==> src/hdl/ctlt_pkg.sv <==
// Shared constants, register codes and types of the current limited throttle.
`default_nettype none
package ctlt_pkg;

  localparam int AVG_DEPTH = 8;
  localparam int RING_IDX_W = (AVG_DEPTH > 1) ? $clog2(AVG_DEPTH) : 1;
  localparam int PCT_W = 7;
  localparam int RING_SUM_W = $clog2(100 * AVG_DEPTH + 1);

  localparam int OP_W = 2;
  localparam int BYTE_W = 8;
  localparam int SAMPLE_W = 16;
  localparam int CODE_W = 12;
  localparam int DUTY_W = 15;
  localparam int STATUS_W = 3;
  localparam int LIMIT_W = 15;
  localparam int MS_W = 17;
  localparam int TIMEOUT_W = 16;
  localparam int ALPHA_W = 9;
  localparam int FILT_W = 24;
  localparam int QLIM_W = LIMIT_W + 8;

  localparam logic [OP_W-1:0] OP_TICK = 2'd0;
  localparam logic [OP_W-1:0] OP_THROTTLE = 2'd1;
  localparam logic [OP_W-1:0] OP_CURRENT = 2'd2;

  localparam logic [STATUS_W-1:0] LIM_FULL = 3'd0;
  localparam logic [STATUS_W-1:0] LIM_SCALED = 3'd1;
  localparam logic [STATUS_W-1:0] LIM_NO_CURRENT = 3'd2;
  localparam logic [STATUS_W-1:0] LIM_STALE = 3'd3;
  localparam logic [STATUS_W-1:0] LIM_HARD_TRIP = 3'd4;

  localparam logic [DUTY_W-1:0] FULL_DUTY = 15'd25600;
  localparam logic [MS_W-1:0] MS_SAT = '1;
  localparam logic [CODE_W:0] NONE_WRITTEN = '1;
  localparam logic [ALPHA_W-1:0] ALPHA_ONE = 9'd256;
  localparam logic [BYTE_W-1:0] THROTTLE_FULL = 8'd255;
  localparam int PCT_SCALE = 100;

  // shared serial divider: quotient always fits DIV_QUO_W bits
  localparam int DIV_SOR_W = QLIM_W;
  localparam int DIV_QUO_W = 15;
  localparam int DIV_DEND_W = DIV_SOR_W + DIV_QUO_W;
  localparam int DIV_CNT_W = $clog2(DIV_QUO_W + 1);

  // shared multiplier
  localparam int MUL_A_W = 15;
  localparam int MUL_B_W = 26;
  localparam int MUL_P_W = MUL_A_W + 1 + MUL_B_W;

  localparam int CFG_ADDR_W = 5;
  localparam int CFG_DATA_W = 32;
  localparam int REG_IDX_W = 3;

  localparam logic [REG_IDX_W-1:0] REG_SOFT_LIMIT = 3'd0;
  localparam logic [REG_IDX_W-1:0] REG_HARD_LIMIT = 3'd1;
  localparam logic [REG_IDX_W-1:0] REG_CUR_TIMEOUT = 3'd2;
  localparam logic [REG_IDX_W-1:0] REG_STALE_TIME = 3'd3;
  localparam logic [REG_IDX_W-1:0] REG_FILTER_ALPHA = 3'd4;
  localparam logic [REG_IDX_W-1:0] REG_SMOOTH_EN = 3'd5;
  localparam logic [REG_IDX_W-1:0] REG_DAC_MAX = 3'd6;

  localparam logic [LIMIT_W-1:0] SOFT_LIMIT_RST = 15'd1000;
  localparam logic [LIMIT_W-1:0] HARD_LIMIT_RST = 15'd1500;
  localparam logic [TIMEOUT_W-1:0] CUR_TIMEOUT_RST = 16'd500;
  localparam logic [TIMEOUT_W-1:0] STALE_TIME_RST = 16'd500;
  localparam logic [ALPHA_W-1:0] FILTER_ALPHA_RST = 9'd26;
  localparam logic [CODE_W-1:0] DAC_MAX_RST = 12'd4095;

  typedef struct packed {
    logic [LIMIT_W-1:0] soft_limit;
    logic [LIMIT_W-1:0] hard_limit;
    logic [TIMEOUT_W-1:0] cur_timeout;
    logic [TIMEOUT_W-1:0] stale_time_ms;
    logic [ALPHA_W-1:0] filter_alpha;
    logic smooth_enable;
    logic [CODE_W-1:0] dac_max;
  } ctlt_cfg_t;

endpackage
`default_nettype wire

==> src/hdl/ctlt_if.sv <==
// Request and result channel interfaces of the current limited throttle.
`default_nettype none
interface ctlt_in_if;
  import ctlt_pkg::*;
  logic valid;
  logic ready;
  logic [OP_W-1:0] operation;
  logic [BYTE_W-1:0] throttle_byte;
  logic signed [SAMPLE_W-1:0] current_sample;

  modport source (output valid, operation, throttle_byte, current_sample, input ready);
  modport sink (input valid, operation, throttle_byte, current_sample, output ready);
endinterface

interface ctlt_out_if;
  import ctlt_pkg::*;
  logic valid;
  logic ready;
  logic [CODE_W-1:0] dac_code;
  logic dac_write;
  logic [DUTY_W-1:0] applied_duty;
  logic [STATUS_W-1:0] limit_status;

  modport source (output valid, dac_code, dac_write, applied_duty, limit_status, input ready);
  modport sink (input valid, dac_code, dac_write, applied_duty, limit_status, output ready);
endinterface
`default_nettype wire

==> src/hdl/ctlt_cfg.sv <==
// APB configuration registers of the current limited throttle.
`default_nettype none
module ctlt_cfg (
  input  wire logic                           clk,
  input  wire logic                           rst_n,
  input  wire logic                           psel,
  input  wire logic                           penable,
  input  wire logic                           pwrite,
  input  wire logic [ctlt_pkg::CFG_ADDR_W-1:0] paddr,
  input  wire logic [ctlt_pkg::CFG_DATA_W-1:0] pwdata,
  output logic      [ctlt_pkg::CFG_DATA_W-1:0] prdata,
  output logic                                pready,
  output ctlt_pkg::ctlt_cfg_t                 cfg
);
  import ctlt_pkg::*;

  ctlt_cfg_t cfg_r;
  logic [REG_IDX_W-1:0] idx;
  logic wr_en;

  assign idx = paddr[CFG_ADDR_W-1:2];
  assign wr_en = psel && penable && pwrite;
  assign pready = 1'b1;
  assign cfg = cfg_r;

  always_ff @(posedge clk) begin
    if (!rst_n) begin
      cfg_r.soft_limit <= SOFT_LIMIT_RST;
      cfg_r.hard_limit <= HARD_LIMIT_RST;
      cfg_r.cur_timeout <= CUR_TIMEOUT_RST;
      cfg_r.stale_time_ms <= STALE_TIME_RST;
      cfg_r.filter_alpha <= FILTER_ALPHA_RST;
      cfg_r.smooth_enable <= 1'b1;
      cfg_r.dac_max <= DAC_MAX_RST;
    end else if (wr_en) begin
      unique case (idx)
        REG_SOFT_LIMIT:   cfg_r.soft_limit <= pwdata[LIMIT_W-1:0];
        REG_HARD_LIMIT:   cfg_r.hard_limit <= pwdata[LIMIT_W-1:0];
        REG_CUR_TIMEOUT:  cfg_r.cur_timeout <= pwdata[TIMEOUT_W-1:0];
        REG_STALE_TIME:   cfg_r.stale_time_ms <= pwdata[TIMEOUT_W-1:0];
        REG_FILTER_ALPHA: cfg_r.filter_alpha <= pwdata[ALPHA_W-1:0];
        REG_SMOOTH_EN:    cfg_r.smooth_enable <= pwdata[0];
        REG_DAC_MAX:      cfg_r.dac_max <= pwdata[CODE_W-1:0];
        default: ;
      endcase
    end
  end

  always_comb begin
    prdata = '0;
    unique case (idx)
      REG_SOFT_LIMIT:   prdata = CFG_DATA_W'(cfg_r.soft_limit);
      REG_HARD_LIMIT:   prdata = CFG_DATA_W'(cfg_r.hard_limit);
      REG_CUR_TIMEOUT:  prdata = CFG_DATA_W'(cfg_r.cur_timeout);
      REG_STALE_TIME:   prdata = CFG_DATA_W'(cfg_r.stale_time_ms);
      REG_FILTER_ALPHA: prdata = CFG_DATA_W'(cfg_r.filter_alpha);
      REG_SMOOTH_EN:    prdata = CFG_DATA_W'(cfg_r.smooth_enable);
      REG_DAC_MAX:      prdata = CFG_DATA_W'(cfg_r.dac_max);
      default:          prdata = '0;
    endcase
  end

endmodule
`default_nettype wire

==> src/hdl/ctlt_div.sv <==
// Shared restoring divider, one quotient bit per cycle.
`default_nettype none
module ctlt_div (
  input  wire logic                           clk,
  input  wire logic                           rst_n,
  input  wire logic                           start,
  input  wire logic [ctlt_pkg::DIV_DEND_W-1:0] dividend,
  input  wire logic [ctlt_pkg::DIV_SOR_W-1:0]  divisor,
  output logic                                done,
  output logic      [ctlt_pkg::DIV_QUO_W-1:0]  quotient
);
  import ctlt_pkg::*;

  logic [DIV_SOR_W-1:0] rem_r, rem_nxt, dsr_r;
  logic [DIV_QUO_W-1:0] quo_r, quo_nxt;
  logic [DIV_CNT_W-1:0] cnt_r;
  logic busy_r, done_r;
  logic [DIV_SOR_W:0] trial;

  assign done = done_r;
  assign quotient = quo_r;

  always_comb begin
    trial = {rem_r, quo_r[DIV_QUO_W-1]};
    if (trial >= {1'b0, dsr_r}) begin
      rem_nxt = DIV_SOR_W'(trial - {1'b0, dsr_r});
      quo_nxt = {quo_r[DIV_QUO_W-2:0], 1'b1};
    end else begin
      rem_nxt = trial[DIV_SOR_W-1:0];
      quo_nxt = {quo_r[DIV_QUO_W-2:0], 1'b0};
    end
  end

  always_ff @(posedge clk) begin
    if (!rst_n) begin
      busy_r <= 1'b0;
      done_r <= 1'b0;
      cnt_r <= '0;
    end else begin
      done_r <= 1'b0;
      if (start) begin
        rem_r <= dividend[DIV_DEND_W-1:DIV_QUO_W];
        quo_r <= dividend[DIV_QUO_W-1:0];
        dsr_r <= divisor;
        cnt_r <= DIV_CNT_W'(DIV_QUO_W);
        busy_r <= 1'b1;
      end else if (busy_r) begin
        rem_r <= rem_nxt;
        quo_r <= quo_nxt;
        cnt_r <= cnt_r - 1'b1;
        if (cnt_r == DIV_CNT_W'(1)) begin
          busy_r <= 1'b0;
          done_r <= 1'b1;
        end
      end
    end
  end

endmodule
`default_nettype wire

==> src/hdl/current_limited_throttle_unit.sv <==
// Top level: sequencer, state and shared multiplier of the current limited throttle.
//
// Requests arrive on in_if: operation 0 is a 1 ms tick, 1 a throttle byte, 2 a
// pack current sample in 0.1 A; operation 3 only re-reports the present state.
// Every request yields exactly one result on out_if: the DAC code, a flag that
// the code changed since the last one written, the protected duty in Q7.8
// percent and the limit status. Registers are to be written over the APB port
// only while the block is idle; the block itself does not enforce this.
// One request is in flight at a time; in_if.ready is high only between
// requests. The next request can be taken in the cycle after its result is
// loaded. The work is set by the 15-step serial divider, with a start state
// and a wait for the quotient around it, used one to four times per request;
// each use but the ring average has a multiply step ahead.
// A finished result sits in an output register; the next request is taken
// while it waits, and only its own result waits for out_if.ready.
// Synchronous reset clears the ring, the filter, the counters and the
// registers to their defaults; the last DAC code reads as none written.
`default_nettype none
module current_limited_throttle_unit (
  input  wire logic                           clk,
  input  wire logic                           rst_n,
  ctlt_in_if.sink                             in_if,
  ctlt_out_if.source                          out_if,
  input  wire logic                           psel,
  input  wire logic                           penable,
  input  wire logic                           pwrite,
  input  wire logic [ctlt_pkg::CFG_ADDR_W-1:0] paddr,
  input  wire logic [ctlt_pkg::CFG_DATA_W-1:0] pwdata,
  output logic      [ctlt_pkg::CFG_DATA_W-1:0] prdata,
  output logic                                pready
);
  import ctlt_pkg::*;

  typedef enum logic [3:0] {
    ST_IDLE, ST_MUL, ST_EMA_ADD, ST_DIV, ST_WAIT, ST_STALE, ST_PROT, ST_OUT
  } state_t;

  typedef enum logic [2:0] {
    DU_PCT, DU_AVG, DU_DIR, DU_EMA, DU_SCALE, DU_DAC
  } use_t;

  ctlt_cfg_t cfg;
  state_t state_r;
  use_t use_r;

  logic [BYTE_W-1:0] byte_r;
  logic [PCT_W-1:0] ring_r [AVG_DEPTH];
  logic [RING_IDX_W-1:0] ring_pos_r;
  logic [RING_SUM_W-1:0] ring_sum_r;
  logic [DUTY_W-1:0] requested_r, duty_r;
  logic signed [SAMPLE_W-1:0] raw_r;
  logic signed [FILT_W-1:0] filt_r;
  logic seen_r;
  logic [MS_W-1:0] ms_thr_r, ms_cur_r;
  logic [CODE_W:0] last_code_r;
  logic [CODE_W-1:0] code_r;
  logic [STATUS_W-1:0] status_r;
  logic [QLIM_W-1:0] num_r;
  logic signed [MUL_P_W-1:0] prod_r;

  logic out_valid_r;
  logic [CODE_W-1:0] out_code_r;
  logic out_write_r;
  logic [DUTY_W-1:0] out_duty_r;
  logic [STATUS_W-1:0] out_status_r;

  logic [MUL_A_W-1:0] mul_a;
  logic signed [MUL_B_W-1:0] mul_b;
  logic signed [FILT_W:0] diff;
  logic [ALPHA_W-1:0] alpha_sat;
  logic [DUTY_W-1:0] duty_clamp;
  logic div_start, div_done;
  logic [DIV_DEND_W-1:0] div_dend;
  logic [DIV_SOR_W-1:0] div_sor;
  logic [DIV_QUO_W-1:0] div_quo;
  logic [LIMIT_W-1:0] raw_pos;
  logic [QLIM_W-1:0] filt_pos, hard_q, soft_q;
  logic [LIMIT_W-1:0] span;
  logic [PCT_W:0] pct_ext;
  logic [RING_SUM_W-1:0] sum_nxt;
  logic out_free, in_acc;

  ctlt_cfg u_cfg (
    .clk, .rst_n, .psel, .penable, .pwrite, .paddr, .pwdata, .prdata, .pready, .cfg
  );

  ctlt_div u_div (
    .clk, .rst_n, .start(div_start), .dividend(div_dend), .divisor(div_sor),
    .done(div_done), .quotient(div_quo)
  );

  assign in_if.ready = (state_r == ST_IDLE);
  assign in_acc = in_if.valid && (state_r == ST_IDLE);
  assign out_if.valid = out_valid_r;
  assign out_if.dac_code = out_code_r;
  assign out_if.dac_write = out_write_r;
  assign out_if.applied_duty = out_duty_r;
  assign out_if.limit_status = out_status_r;
  assign out_free = !out_valid_r || out_if.ready;

  assign alpha_sat = (cfg.filter_alpha > ALPHA_ONE) ? ALPHA_ONE : cfg.filter_alpha;
  assign diff = {raw_r[SAMPLE_W-1], raw_r, 8'h00} - {filt_r[FILT_W-1], filt_r};
  assign duty_clamp = (duty_r > FULL_DUTY) ? FULL_DUTY : duty_r;
  assign raw_pos = raw_r[SAMPLE_W-1] ? '0 : raw_r[LIMIT_W-1:0];
  assign filt_pos = filt_r[FILT_W-1] ? '0 : filt_r[QLIM_W-1:0];
  assign hard_q = {cfg.hard_limit, 8'h00};
  assign soft_q = {cfg.soft_limit, 8'h00};
  assign span = cfg.hard_limit - cfg.soft_limit;
  assign pct_ext = {1'b0, div_quo[PCT_W-1:0]};
  assign sum_nxt = ring_sum_r - RING_SUM_W'(ring_r[ring_pos_r]) + RING_SUM_W'(pct_ext);
  assign div_start = (state_r == ST_DIV);

  always_comb begin
    mul_a = '0;
    mul_b = '0;
    unique case (use_r)
      DU_PCT: begin
        mul_a = MUL_A_W'(byte_r);
        mul_b = MUL_B_W'(PCT_SCALE);
      end
      DU_DIR: begin
        mul_a = MUL_A_W'(byte_r);
        mul_b = $signed(MUL_B_W'(FULL_DUTY));
      end
      DU_EMA: begin
        mul_a = MUL_A_W'(alpha_sat);
        mul_b = MUL_B_W'(diff);
      end
      DU_SCALE: begin
        mul_a = requested_r;
        mul_b = $signed(MUL_B_W'(num_r));
      end
      DU_DAC: begin
        mul_a = duty_clamp;
        mul_b = $signed(MUL_B_W'(cfg.dac_max));
      end
      default: ;
    endcase
  end

  always_comb begin
    div_dend = (use_r == DU_AVG) ? DIV_DEND_W'(ring_sum_r) : prod_r[DIV_DEND_W-1:0];
    unique case (use_r)
      DU_PCT, DU_DIR: div_sor = DIV_SOR_W'(THROTTLE_FULL);
      DU_SCALE:       div_sor = {span, 8'h00};
      DU_DAC:         div_sor = DIV_SOR_W'(FULL_DUTY);
      default:        div_sor = DIV_SOR_W'(AVG_DEPTH);
    endcase
  end

  always_ff @(posedge clk) begin
    if (!rst_n) begin
      state_r <= ST_IDLE;
      use_r <= DU_DAC;
      for (int i = 0; i < AVG_DEPTH; i++) ring_r[i] <= '0;
      ring_pos_r <= '0;
      ring_sum_r <= '0;
      requested_r <= '0;
      raw_r <= '0;
      filt_r <= '0;
      seen_r <= 1'b0;
      ms_thr_r <= '0;
      ms_cur_r <= '0;
      last_code_r <= NONE_WRITTEN;
      out_valid_r <= 1'b0;
    end else begin
      if (out_if.ready) out_valid_r <= 1'b0;
      unique case (state_r)
        ST_IDLE: begin
          if (in_acc) begin
            byte_r <= in_if.throttle_byte;
            state_r <= ST_STALE;
            if (in_if.operation == OP_TICK) begin
              if (ms_thr_r != MS_SAT) ms_thr_r <= ms_thr_r + 1'b1;
              if (ms_cur_r != MS_SAT) ms_cur_r <= ms_cur_r + 1'b1;
            end else if (in_if.operation == OP_THROTTLE) begin
              ms_thr_r <= '0;
              use_r <= cfg.smooth_enable ? DU_PCT : DU_DIR;
              state_r <= ST_MUL;
            end else if (in_if.operation == OP_CURRENT) begin
              raw_r <= in_if.current_sample;
              ms_cur_r <= '0;
              seen_r <= 1'b1;
              if (!seen_r) begin
                filt_r <= {in_if.current_sample, 8'h00};
              end else begin
                use_r <= DU_EMA;
                state_r <= ST_MUL;
              end
            end
          end
        end
        ST_MUL: begin
          prod_r <= $signed({1'b0, mul_a}) * mul_b;
          state_r <= (use_r == DU_EMA) ? ST_EMA_ADD : ST_DIV;
        end
        ST_EMA_ADD: begin
          filt_r <= filt_r + prod_r[FILT_W+7:8];
          state_r <= ST_STALE;
        end
        ST_DIV: begin
          state_r <= ST_WAIT;
        end
        ST_WAIT: begin
          if (div_done) begin
            unique case (use_r)
              DU_PCT: begin
                ring_r[ring_pos_r] <= div_quo[PCT_W-1:0];
                ring_sum_r <= sum_nxt;
                ring_pos_r <= (ring_pos_r == RING_IDX_W'(AVG_DEPTH - 1)) ? '0
                              : ring_pos_r + 1'b1;
                use_r <= DU_AVG;
                state_r <= ST_DIV;
              end
              DU_AVG: begin
                requested_r <= {div_quo[PCT_W-1:0], 8'h00};
                state_r <= ST_STALE;
              end
              DU_DIR: begin
                requested_r <= div_quo;
                state_r <= ST_STALE;
              end
              DU_SCALE: begin
                duty_r <= div_quo;
                use_r <= DU_DAC;
                state_r <= ST_MUL;
              end
              default: begin
                code_r <= div_quo[CODE_W-1:0];
                state_r <= ST_OUT;
              end
            endcase
          end
        end
        ST_STALE: begin
          if (requested_r != '0 && ms_thr_r > MS_W'(cfg.stale_time_ms)) requested_r <= '0;
          state_r <= ST_PROT;
        end
        ST_PROT: begin
          use_r <= DU_DAC;
          state_r <= ST_MUL;
          duty_r <= '0;
          priority if (!seen_r) begin
            status_r <= LIM_NO_CURRENT;
          end else if (ms_cur_r > MS_W'(cfg.cur_timeout)) begin
            status_r <= LIM_STALE;
          end else if (raw_pos >= cfg.hard_limit) begin
            status_r <= LIM_HARD_TRIP;
          end else if (filt_pos <= soft_q) begin
            status_r <= LIM_FULL;
            duty_r <= requested_r;
          end else begin
            status_r <= LIM_SCALED;
            if (cfg.hard_limit > cfg.soft_limit && filt_pos < hard_q) begin
              num_r <= hard_q - filt_pos;
              use_r <= DU_SCALE;
            end
          end
        end
        ST_OUT: begin
          if (out_free) begin
            out_valid_r <= 1'b1;
            out_code_r <= code_r;
            out_duty_r <= duty_clamp;
            out_status_r <= status_r;
            out_write_r <= ({1'b0, code_r} != last_code_r);
            if ({1'b0, code_r} != last_code_r) last_code_r <= {1'b0, code_r};
            state_r <= ST_IDLE;
          end
        end
        default: state_r <= ST_IDLE;
      endcase
    end
  end

`ifndef SYNTHESIS
  a_busy_after_request: assert property (@(posedge clk) disable iff (!rst_n)
    (in_if.valid && in_if.ready) |=> !in_if.ready)
    else $error("request taken while a request is in flight");

  a_duty_range: assert property (@(posedge clk) disable iff (!rst_n)
    out_if.valid |-> (out_if.applied_duty <= FULL_DUTY))
    else $error("applied duty above full scale");

  a_cut_is_zero: assert property (@(posedge clk) disable iff (!rst_n)
    (out_if.valid && (out_if.limit_status == LIM_NO_CURRENT ||
     out_if.limit_status == LIM_STALE || out_if.limit_status == LIM_HARD_TRIP))
    |-> (out_if.applied_duty == '0 && out_if.dac_code == '0))
    else $error("nonzero duty under a cut status");

  a_code_tracks: assert property (@(posedge clk) disable iff (!rst_n)
    (out_if.valid && out_if.dac_write) |-> (last_code_r == {1'b0, out_if.dac_code}))
    else $error("last written code not updated");
`endif

endmodule
`default_nettype wire
==> src/flat_wrapper.sv <==
// flat-port wrapper written by rule: the top's interface ports become plain ports
module current_limited_throttle_unit_flat import ctlt_pkg::*;
  (clk, rst_n, psel, penable, pwrite, paddr, pwdata, prdata, pready, in_if_valid, in_if_operation, in_if_throttle_byte, in_if_current_sample, in_if_ready, out_if_valid, out_if_dac_code, out_if_dac_write, out_if_applied_duty, out_if_limit_status, out_if_ready);
  ctlt_in_if in_if_i ();
  ctlt_out_if out_if_i ();
  input  wire logic clk;
  input  wire logic rst_n;
  input  wire logic psel;
  input  wire logic penable;
  input  wire logic pwrite;
  input  wire logic [ctlt_pkg::CFG_ADDR_W-1:0] paddr;
  input  wire logic [ctlt_pkg::CFG_DATA_W-1:0] pwdata;
  output logic      [ctlt_pkg::CFG_DATA_W-1:0] prdata;
  output logic pready;
  input wire logic [$bits(in_if_i.valid)-1:0] in_if_valid;
  input wire logic [$bits(in_if_i.operation)-1:0] in_if_operation;
  input wire logic [$bits(in_if_i.throttle_byte)-1:0] in_if_throttle_byte;
  input wire logic [$bits(in_if_i.current_sample)-1:0] in_if_current_sample;
  output wire logic [$bits(in_if_i.ready)-1:0] in_if_ready;
  output wire logic [$bits(out_if_i.valid)-1:0] out_if_valid;
  output wire logic [$bits(out_if_i.dac_code)-1:0] out_if_dac_code;
  output wire logic [$bits(out_if_i.dac_write)-1:0] out_if_dac_write;
  output wire logic [$bits(out_if_i.applied_duty)-1:0] out_if_applied_duty;
  output wire logic [$bits(out_if_i.limit_status)-1:0] out_if_limit_status;
  input wire logic [$bits(out_if_i.ready)-1:0] out_if_ready;
  assign in_if_i.valid = in_if_valid;
  assign in_if_i.operation = in_if_operation;
  assign in_if_i.throttle_byte = in_if_throttle_byte;
  assign in_if_i.current_sample = in_if_current_sample;
  assign in_if_ready = in_if_i.ready;
  assign out_if_valid = out_if_i.valid;
  assign out_if_dac_code = out_if_i.dac_code;
  assign out_if_dac_write = out_if_i.dac_write;
  assign out_if_applied_duty = out_if_i.applied_duty;
  assign out_if_limit_status = out_if_i.limit_status;
  assign out_if_i.ready = out_if_ready;
  current_limited_throttle_unit u_core (.clk(clk), .rst_n(rst_n), .in_if(in_if_i), .out_if(out_if_i), .psel(psel), .penable(penable), .pwrite(pwrite), .paddr(paddr), .pwdata(pwdata), .prdata(prdata), .pready(pready));
endmodule
==> config.mk <==
export PLATFORM = sky130hd
export DESIGN_NAME = current_limited_throttle_unit_flat
export DESIGN_NICKNAME = d
export VERILOG_FILES = /design/src/hdl/ctlt_pkg.sv /design/src/hdl/ctlt_if.sv /design/src/hdl/ctlt_cfg.sv /design/src/hdl/ctlt_div.sv /design/src/hdl/current_limited_throttle_unit.sv /design/src/flat_wrapper.sv
export SDC_FILE = /design/constraint.sdc
export NUM_CORES = 2
export LEC_CHECK = 0
export ABC_AREA = 0
export BUFFER_PORTS_ARGS = -buffer_cell sky130_fd_sc_hd__buf_2
export CAP_MARGIN = 20
export CORE_MARGIN = 2
export CORE_UTILIZATION = 58
export CTS_CLUSTER_SIZE = 14
export DETAILED_ROUTE_END_ITERATION = 8
export HOLD_SLACK_MARGIN = 0.08
export PLACE_DENSITY = 0.8
export SLEW_MARGIN = 20
export SYNTH_ARGS = -nofsm -noshare
export SYNTH_HDL_FRONTEND = slang
export SYNTH_SLANG_ARGS = --single-unit
==> constraint.sdc <==
create_clock -name clk -period 7.4 [get_ports clk]
set_clock_uncertainty 0.1 [all_clocks]
set_input_delay 1.11 -clock clk [delete_from_list [all_inputs] [get_ports clk]]
set_output_delay 1.11 -clock clk [all_outputs]
set_load 0.01 [all_outputs]
* Word level (Yosys, flattened, before mapping)
Memories as Yosys holds them, arrays and structs flattened. A register that Yosys moved wholly into a read port is not among the register bits.
Index checks and enable logic that the tools add are counted.
** Storage, ports and cells
- Output and inout port bits :: 66
- Input bits :: 70
- ROM bits :: 0
- Memory bits (writable) :: 56
- Logic and storage cells :: 245
- Register bits :: 405
- Memories :: 1
- Latch bits :: 0
** Operators by class
- Bitwise operators :: 9
- Equality and inequality tests :: 41
- Shifts and indexed selects :: 0
- Reduce and logical (&&, ||, !) cells :: 50
- $add $sub $neg :: 11
- Divide/modulo/power cells :: 0
- Multiplexer cells :: 87
- $mul :: 1
- Magnitude comparators :: 9
** Memory list
- u_core.ring_r :: words 8, bits a word 7, rd ports 1, clocked after Yosys merged registers in 1, wr ports 8, line current_limited_throttle_unit.sv:47 : logic [PCT_W-1:0] ring_r [AVG_DEPTH];
** Operators by type and width (count)
- $mux W15 :: 12
- $pmux W26 S5 :: 1
- $mux W24 :: 5
- $mux W17 :: 7
- $pmux W16 S7 :: 1
- $mux W23 :: 4
- $pmux W15 S2 :: 3
- $pmux W23 S3 :: 1
- $pmux W15 S4 :: 1
- $mux W3 :: 16
- $pmux W24 S2 :: 1
- $sub A23 B23 Y23 :: 2
- $mul A16 B26 Y38 :: 1
- $mux W38 :: 1
- $add A17 B1 Y17 const B :: 2
- $gt A17 B16 Y1 :: 2
- $ne A17 B17 Y1 const B :: 2
- $mux W4 :: 8
- $pmux W4 S8 :: 1
- $sub A24 B24 Y25 :: 1
- $add A24 B24 Y24 :: 1
- $ge A24 B23 Y1 :: 1
- $le A23 B23 Y1 :: 1
- $lt A23 B23 Y1 :: 1
- 47 further kinds :: 132

* Depth between registers and ports, before layout
- Word-level depth :: 9
- Depth in mapped cells :: 35
- Gate-level depth less buffers :: 33

* Modules after synthesis
A second synthesis with hierarchy kept.
** Second synthesis, totals
- Cells, all modules :: 4274
- Area, all modules :: 40129.7 µm²
** Modules (own cells, without submodules)
- current_limited_throttle_unit :: area an instance 31821.8 µm², cells an instance 3466, seq. area each 8107.8 µm², times used 1
- ctlt_div :: area an instance 4221.5 µm², cells an instance 376, seq. area each 1951.9 µm², times used 1
- ctlt_cfg :: area an instance 4086.4 µm², cells an instance 432, seq. area each 1681.6 µm², times used 1

* Least setup slack after synthesis
No wires, ideal clock.
- Path type :: register to register
- From :: register u_core.filt_r[8]
- To :: register u_core.prod_r[37], data pin
- Stages on the path, launching flop included :: 31
- Library setup time :: 0.260 ns
- Required time :: 7.040 ns
- Clock period less this slack :: 7.515 ns
- Path buffers :: 0
- Setup slack :: -0.115 ns
- Data arrival time :: 7.154 ns
- Cell sequence :: dfxtp_1 inv_1 ha_1 nor4b_4 nand4b_1 a21boi_1 o21a_1 o21a_1 nor3_1 o31ai_1 nor2_1 fa_1 inv_1 fa_1 fa_1 inv_1 fa_1 fa_1 inv_1 fa_1 inv_1 ha_1 o21ai_0 a211oi_1 a21oi_1 o21ai_0 o311ai_1 and3_1 o21ai_1 o22ai_1 xnor2_1
** On the way
- Word-level cells in the longest chain between the ends :: 3
** Ends and longest elaborated chain
- start, declared :: line current_limited_throttle_unit.sv:52 : logic signed [FILT_W-1:0] filt_r;
- start signal, assigned :: line current_limited_throttle_unit.sv:185 : filt_r <= {in_if.current_sample, 8'h00};
- start signal, assigned :: line current_limited_throttle_unit.sv:198 : filt_r <= filt_r + prod_r[FILT_W+7:8];
- $sub A24 B24 Y25 :: line current_limited_throttle_unit.sv:102 : assign diff = {raw_r[SAMPLE_W-1], raw_r, 8'h00} - {filt_r[FILT_W-1], filt_r};
- $pmux W26 S5 :: line current_limited_throttle_unit.sv:116 : unique case (use_r)
- $mul A16 B26 Y38 :: line current_limited_throttle_unit.sv:194 : prod_r <= $signed({1'b0, mul_a}) * mul_b;
- end signal, assigned :: line current_limited_throttle_unit.sv:194
- end, declared :: line current_limited_throttle_unit.sv:59 : logic signed [MUL_P_W-1:0] prod_r;
Every way passes these cells.
A chain may end at the register's enable or synchronous reset.

* Worst setup path after layout
- From :: register u_core.duty_r[11]
- To :: register u_core.prod_r[26], data pin
** On the way
- Word-level cells in the longest chain between the ends :: 4
** Ends and longest elaborated chain
- start, declared :: line current_limited_throttle_unit.sv:50 : logic [DUTY_W-1:0] requested_r, duty_r;
- start signal, assigned :: line current_limited_throttle_unit.sv:224 : duty_r <= div_quo;
- start signal, assigned :: line current_limited_throttle_unit.sv:251 : duty_r <= requested_r;
- $gt A15 B15 Y1 :: line current_limited_throttle_unit.sv:103 : assign duty_clamp = (duty_r > FULL_DUTY) ? FULL_DUTY : duty_r;
- $mux W15 * :: line current_limited_throttle_unit.sv:103
- $pmux W15 S4 * :: line current_limited_throttle_unit.sv:116
- $mul A16 B26 Y38 * :: line current_limited_throttle_unit.sv:194
Every way passes the cells marked *; elsewhere a longest branch is shown, timed or not.

==> results.md <==
- Post-synth EDFFs: 241
- Failing checks: setup timing
- Design area: 46370 um2
- # IOs: 136
- RSZ-0062 raised after global routing: true
- Worst Slack Setup Final: -0.6574 ns
- Compound-Gate Fraction of Synth Area: 0.1280
- CP Data Arrival Time: 8.30 ns
- Period utilization: 1.089
- Worst Hold Launch: u_core.status_r[2]
- Fmax achieved: 124.1 MHz
- Ys async rst share: 0
- Share of cells above drive strength 1: 0.2015
- Fillers: 4697
- CTS Hold Bufs: 0
- Clock root cell: clkbuf_16
- P&R area growth vs syn: 19.44%
- Cell count after synthesis: 4280
- Placed wire-length estimate: 91670 um
- Synthesized area: 38820 um2
- Drt wl/cell: 22.50 um
- CTS buffer count: 46
- Initial Utilization: 0.5884
- Synth Warn #: 0
- CTS tree: done
- Mux cell area share after synthesis: 0.02794
- Synthesized flop and latch total: 457
- Clock Latency Late Sink: 0.61 ns
- Worst setup path start: u_core.duty_r[11]
- CP endpoint kind: flop
- Maximum clock path buffer count: 3
- Dpl cell area: 42780 um2
- Worst Hold Class: flop to flop
- Slew headroom: 0.3061
- # rows: 94
- Adder-cell share of the synthesized area: 0.2694
- Initial antenna violation count: 4
- Gr ovfl total: 0
- Clock Sinks: 457
- Status: finished with violations
- Crit-path max FO: 7
- R2r startpoint: u_core.duty_r[11]
- DR pass1 iterations: 7
- Setup-failing EPs final: 24
- Global-route usage over all layers: 0.3466
- Largest net degree at the start of global routing: 77
- WS Path Type: flop to flop
- Core area: 65980 um2
- Routed vias: 34810
- First-pass GRT wire length: 187700 um
- CTS H-tree depth: 2
- Layout net count: 5430
- Die Ht: 262.7 um
- Drt initial violations: 4300
- Die W: 262.7 um
- Area of the die: 69020 um2
- Mapped Avg Cell Area: 9.071 um2
- CP required: 7.64 ns
- Post-Synth XOR/XNOR Area: 0.03629
- Drc violations: 0
- Number of global-route vias before repair: 34320
- Max cap viols: 0
- Slew @ Worst Pin: 1.041 ns
- Routability cong.: 1.000
- Max-slew violations: 0
- Post-synth cell types: 101
- Period minus WS final: 8.057 ns
- Top_reg_cell synth: edfxtp_1
- Clk slew on worst S/H paths: 0.07 ns
- Simple-gate share of the synthesized area: 0.1660
- ANT nets after route: 0
- Vias/cell: 6.170
- Total wire length: 126900 um
- Max stage delay on crit path: 0.69 ns
- Fin. Hold Viols: 0
- Main combinational cell family by area after synthesis: adder cells
- Crit start category: flop
- Port bufs: 100
- Share of the yosys chip area belonging to registers: 0.2978
- Crit path max-delay cell type: fa_1
[cell families after synthesis]
| logic type | Yosys count |
|---|---|
| compound gates | 759 |
| buf+inv | 742 |
| flops | 457 |
| other cells | 2 |
| mux | 85 |
| simple gates | 1451 |
| xor+xnor | 160 |
| fa+ha+maj | 624 |
[worst max-delay path: cells and delay by family (launching register included)]
kind / cells / cell delay, ns
flops: 1 / 0.37
compound gates: 11 / 2.17
fa+ha+maj: 7 / 3.37
buf+inv: 11 / 1.30
simple gates: 4 / 0.45
[cell usage after synthesis (30+ instances only)]
master    number  share of area
xnor2_1       89          0.020
clkbuf_1     140          0.014
edfxtp_1     241           0.19
nand2_1      611          0.059
nor3_1       106          0.014
a22o_1        39         0.0088
a21oi_1      245          0.032
xor2_1        70          0.016
nand4_1       31         0.0050
ha_1         271          0.087
mux2i_1       60          0.015
o21ai_0      118          0.015
nand3_1       82          0.011
nand2b_1      30         0.0048
and2_1        41         0.0066
dfxtp_1      216           0.11
o211ai_1      33         0.0064
nor2_1       388          0.038
a31oi_1       34         0.0055
fa_1         353           0.18
inv_1        549          0.053
nor2b_1       48         0.0077
o21a_1        39         0.0075
a21o_1        52          0.010
[flip-flops by register name, indices dropped and copies added (netlist names), 12 cells and up, named ones only]
register and cells:
u_core.last_code_r 13, u_core.out_if.applied_duty 15, u_core.u_div.quotient 15, u_core.u_div.rem_r 23
u_core.requested_r 15, u_core.code_r 12, u_core.ms_cur_r 17, u_core.ms_thr_r 17
u_core.out_if.dac_code 12, u_core.num_r 23, u_core.u_cfg.cfg 84, u_core.filt_r 24
u_core.ring_r 56, u_core.raw_r 16, u_core.prod_r 38, u_core.duty_r 15
u_core.u_div.dsr_r 17
[metrics by stage]
| step | instances | setup TNS [ns] | hold WS, ns | utilization | setup slack (ns) |
|---|---|---|---|---|---|
| after floorplan | 4307 | 0 | 0.3003 | - | 0.003761 |
| after global routing | 5640 | -14.65 | 0.3371 | 0.7027 | -0.8377 |
| final | 5642 | -9.774 | 0.3215 | 0.7028 | -0.6574 |
| after CTS | 5602 | -0.2637 | 0.3190 | 0.6885 | -0.08627 |
| after detailed placement | 5478 | -7.261 | 0.3045 | 0.6483 | -0.7039 |
| after global placement | 5477 | -4.685 | 0.3085 | 0.6480 | -0.5170 |
[layout by cell type (no fill, tap or decap), types with 32 or more instances in the layout]
cell type  synthesis  routed
o21a_1            39      36
nor2b_1           48      47
xor2_1            70      61
a22o_1            39      35
nor3_1           106      92
a21oi_1          245     214
nand2_1          611     586
buf_2             10     100
a21o_1            52      51
inv_1            549     519
buf_4             17     413
edfxtp_1         241     241
nor2_1           388     365
fa_1             353     332
clkbuf_16          0      49
inv_2              9      38
ha_1             271     249
mux2i_1           60      60
a31oi_1           34      32
nand3_1           82      75
buf_6              4      41
dfxtp_1          216     212
o211ai_1          33      33
xnor2_1           89      86
o21ai_0          118     100
and2_1            41      34
[routing by layer]
layer  GRT usage  vias to the layer above  wire length (um)  share of wire
met5           0                        -                13        0.00010
li1            -                    15280                 -              -
met2      0.5488                     2207             56980           0.45
met4      0.2083                        2              9656          0.076
met3     0.07843                      628             15220           0.12
met1      0.4353                    16700             45050           0.35
[layout make-up]
| type | count | area [um2] | area share |
|---|---|---|---|
| antenna | 4 | 10.01 | 0.0002159 |
| clock buffer | 69 | 1365 | 0.02944 |
| clock inverter | 17 | 185.2 | 0.003993 |
| inverter | 558 | 2097 | 0.04522 |
| multi-input combinational | 3108 | 25800 | 0.5563 |
| sequential | 457 | 11570 | 0.2494 |
| tap | 864 | 1081 | 0.02331 |
| timing repair buffer | 565 | 4270 | 0.09209 |
[final timing paths]
path | endpoint | slack, ns | cells past startpoint
worst max register to register | u_core.prod_r[26] | -0.66 | 33
worst min register to register | u_core.out_if.limit_status[2] | 0.32 | 0
worst min-delay path | u_core.out_if.limit_status[2] | 0.32 | 0
worst max-delay path | u_core.prod_r[26] | -0.66 | 33
[timing repair]
| action | in CTS | in global routing |
|---|---|---|
| pin swaps | 165 | 115 |
| gates resized for setup | 184 | 159 |
| cloned | 1 | 0 |
| setup endpoints to repair | 18 | 23 |
| buffers inserted | 38 | 43 |
Power is left out: the tool's default activity adds up to more than one toggle a clock period on the data nets, which glitch-free logic cannot reach.
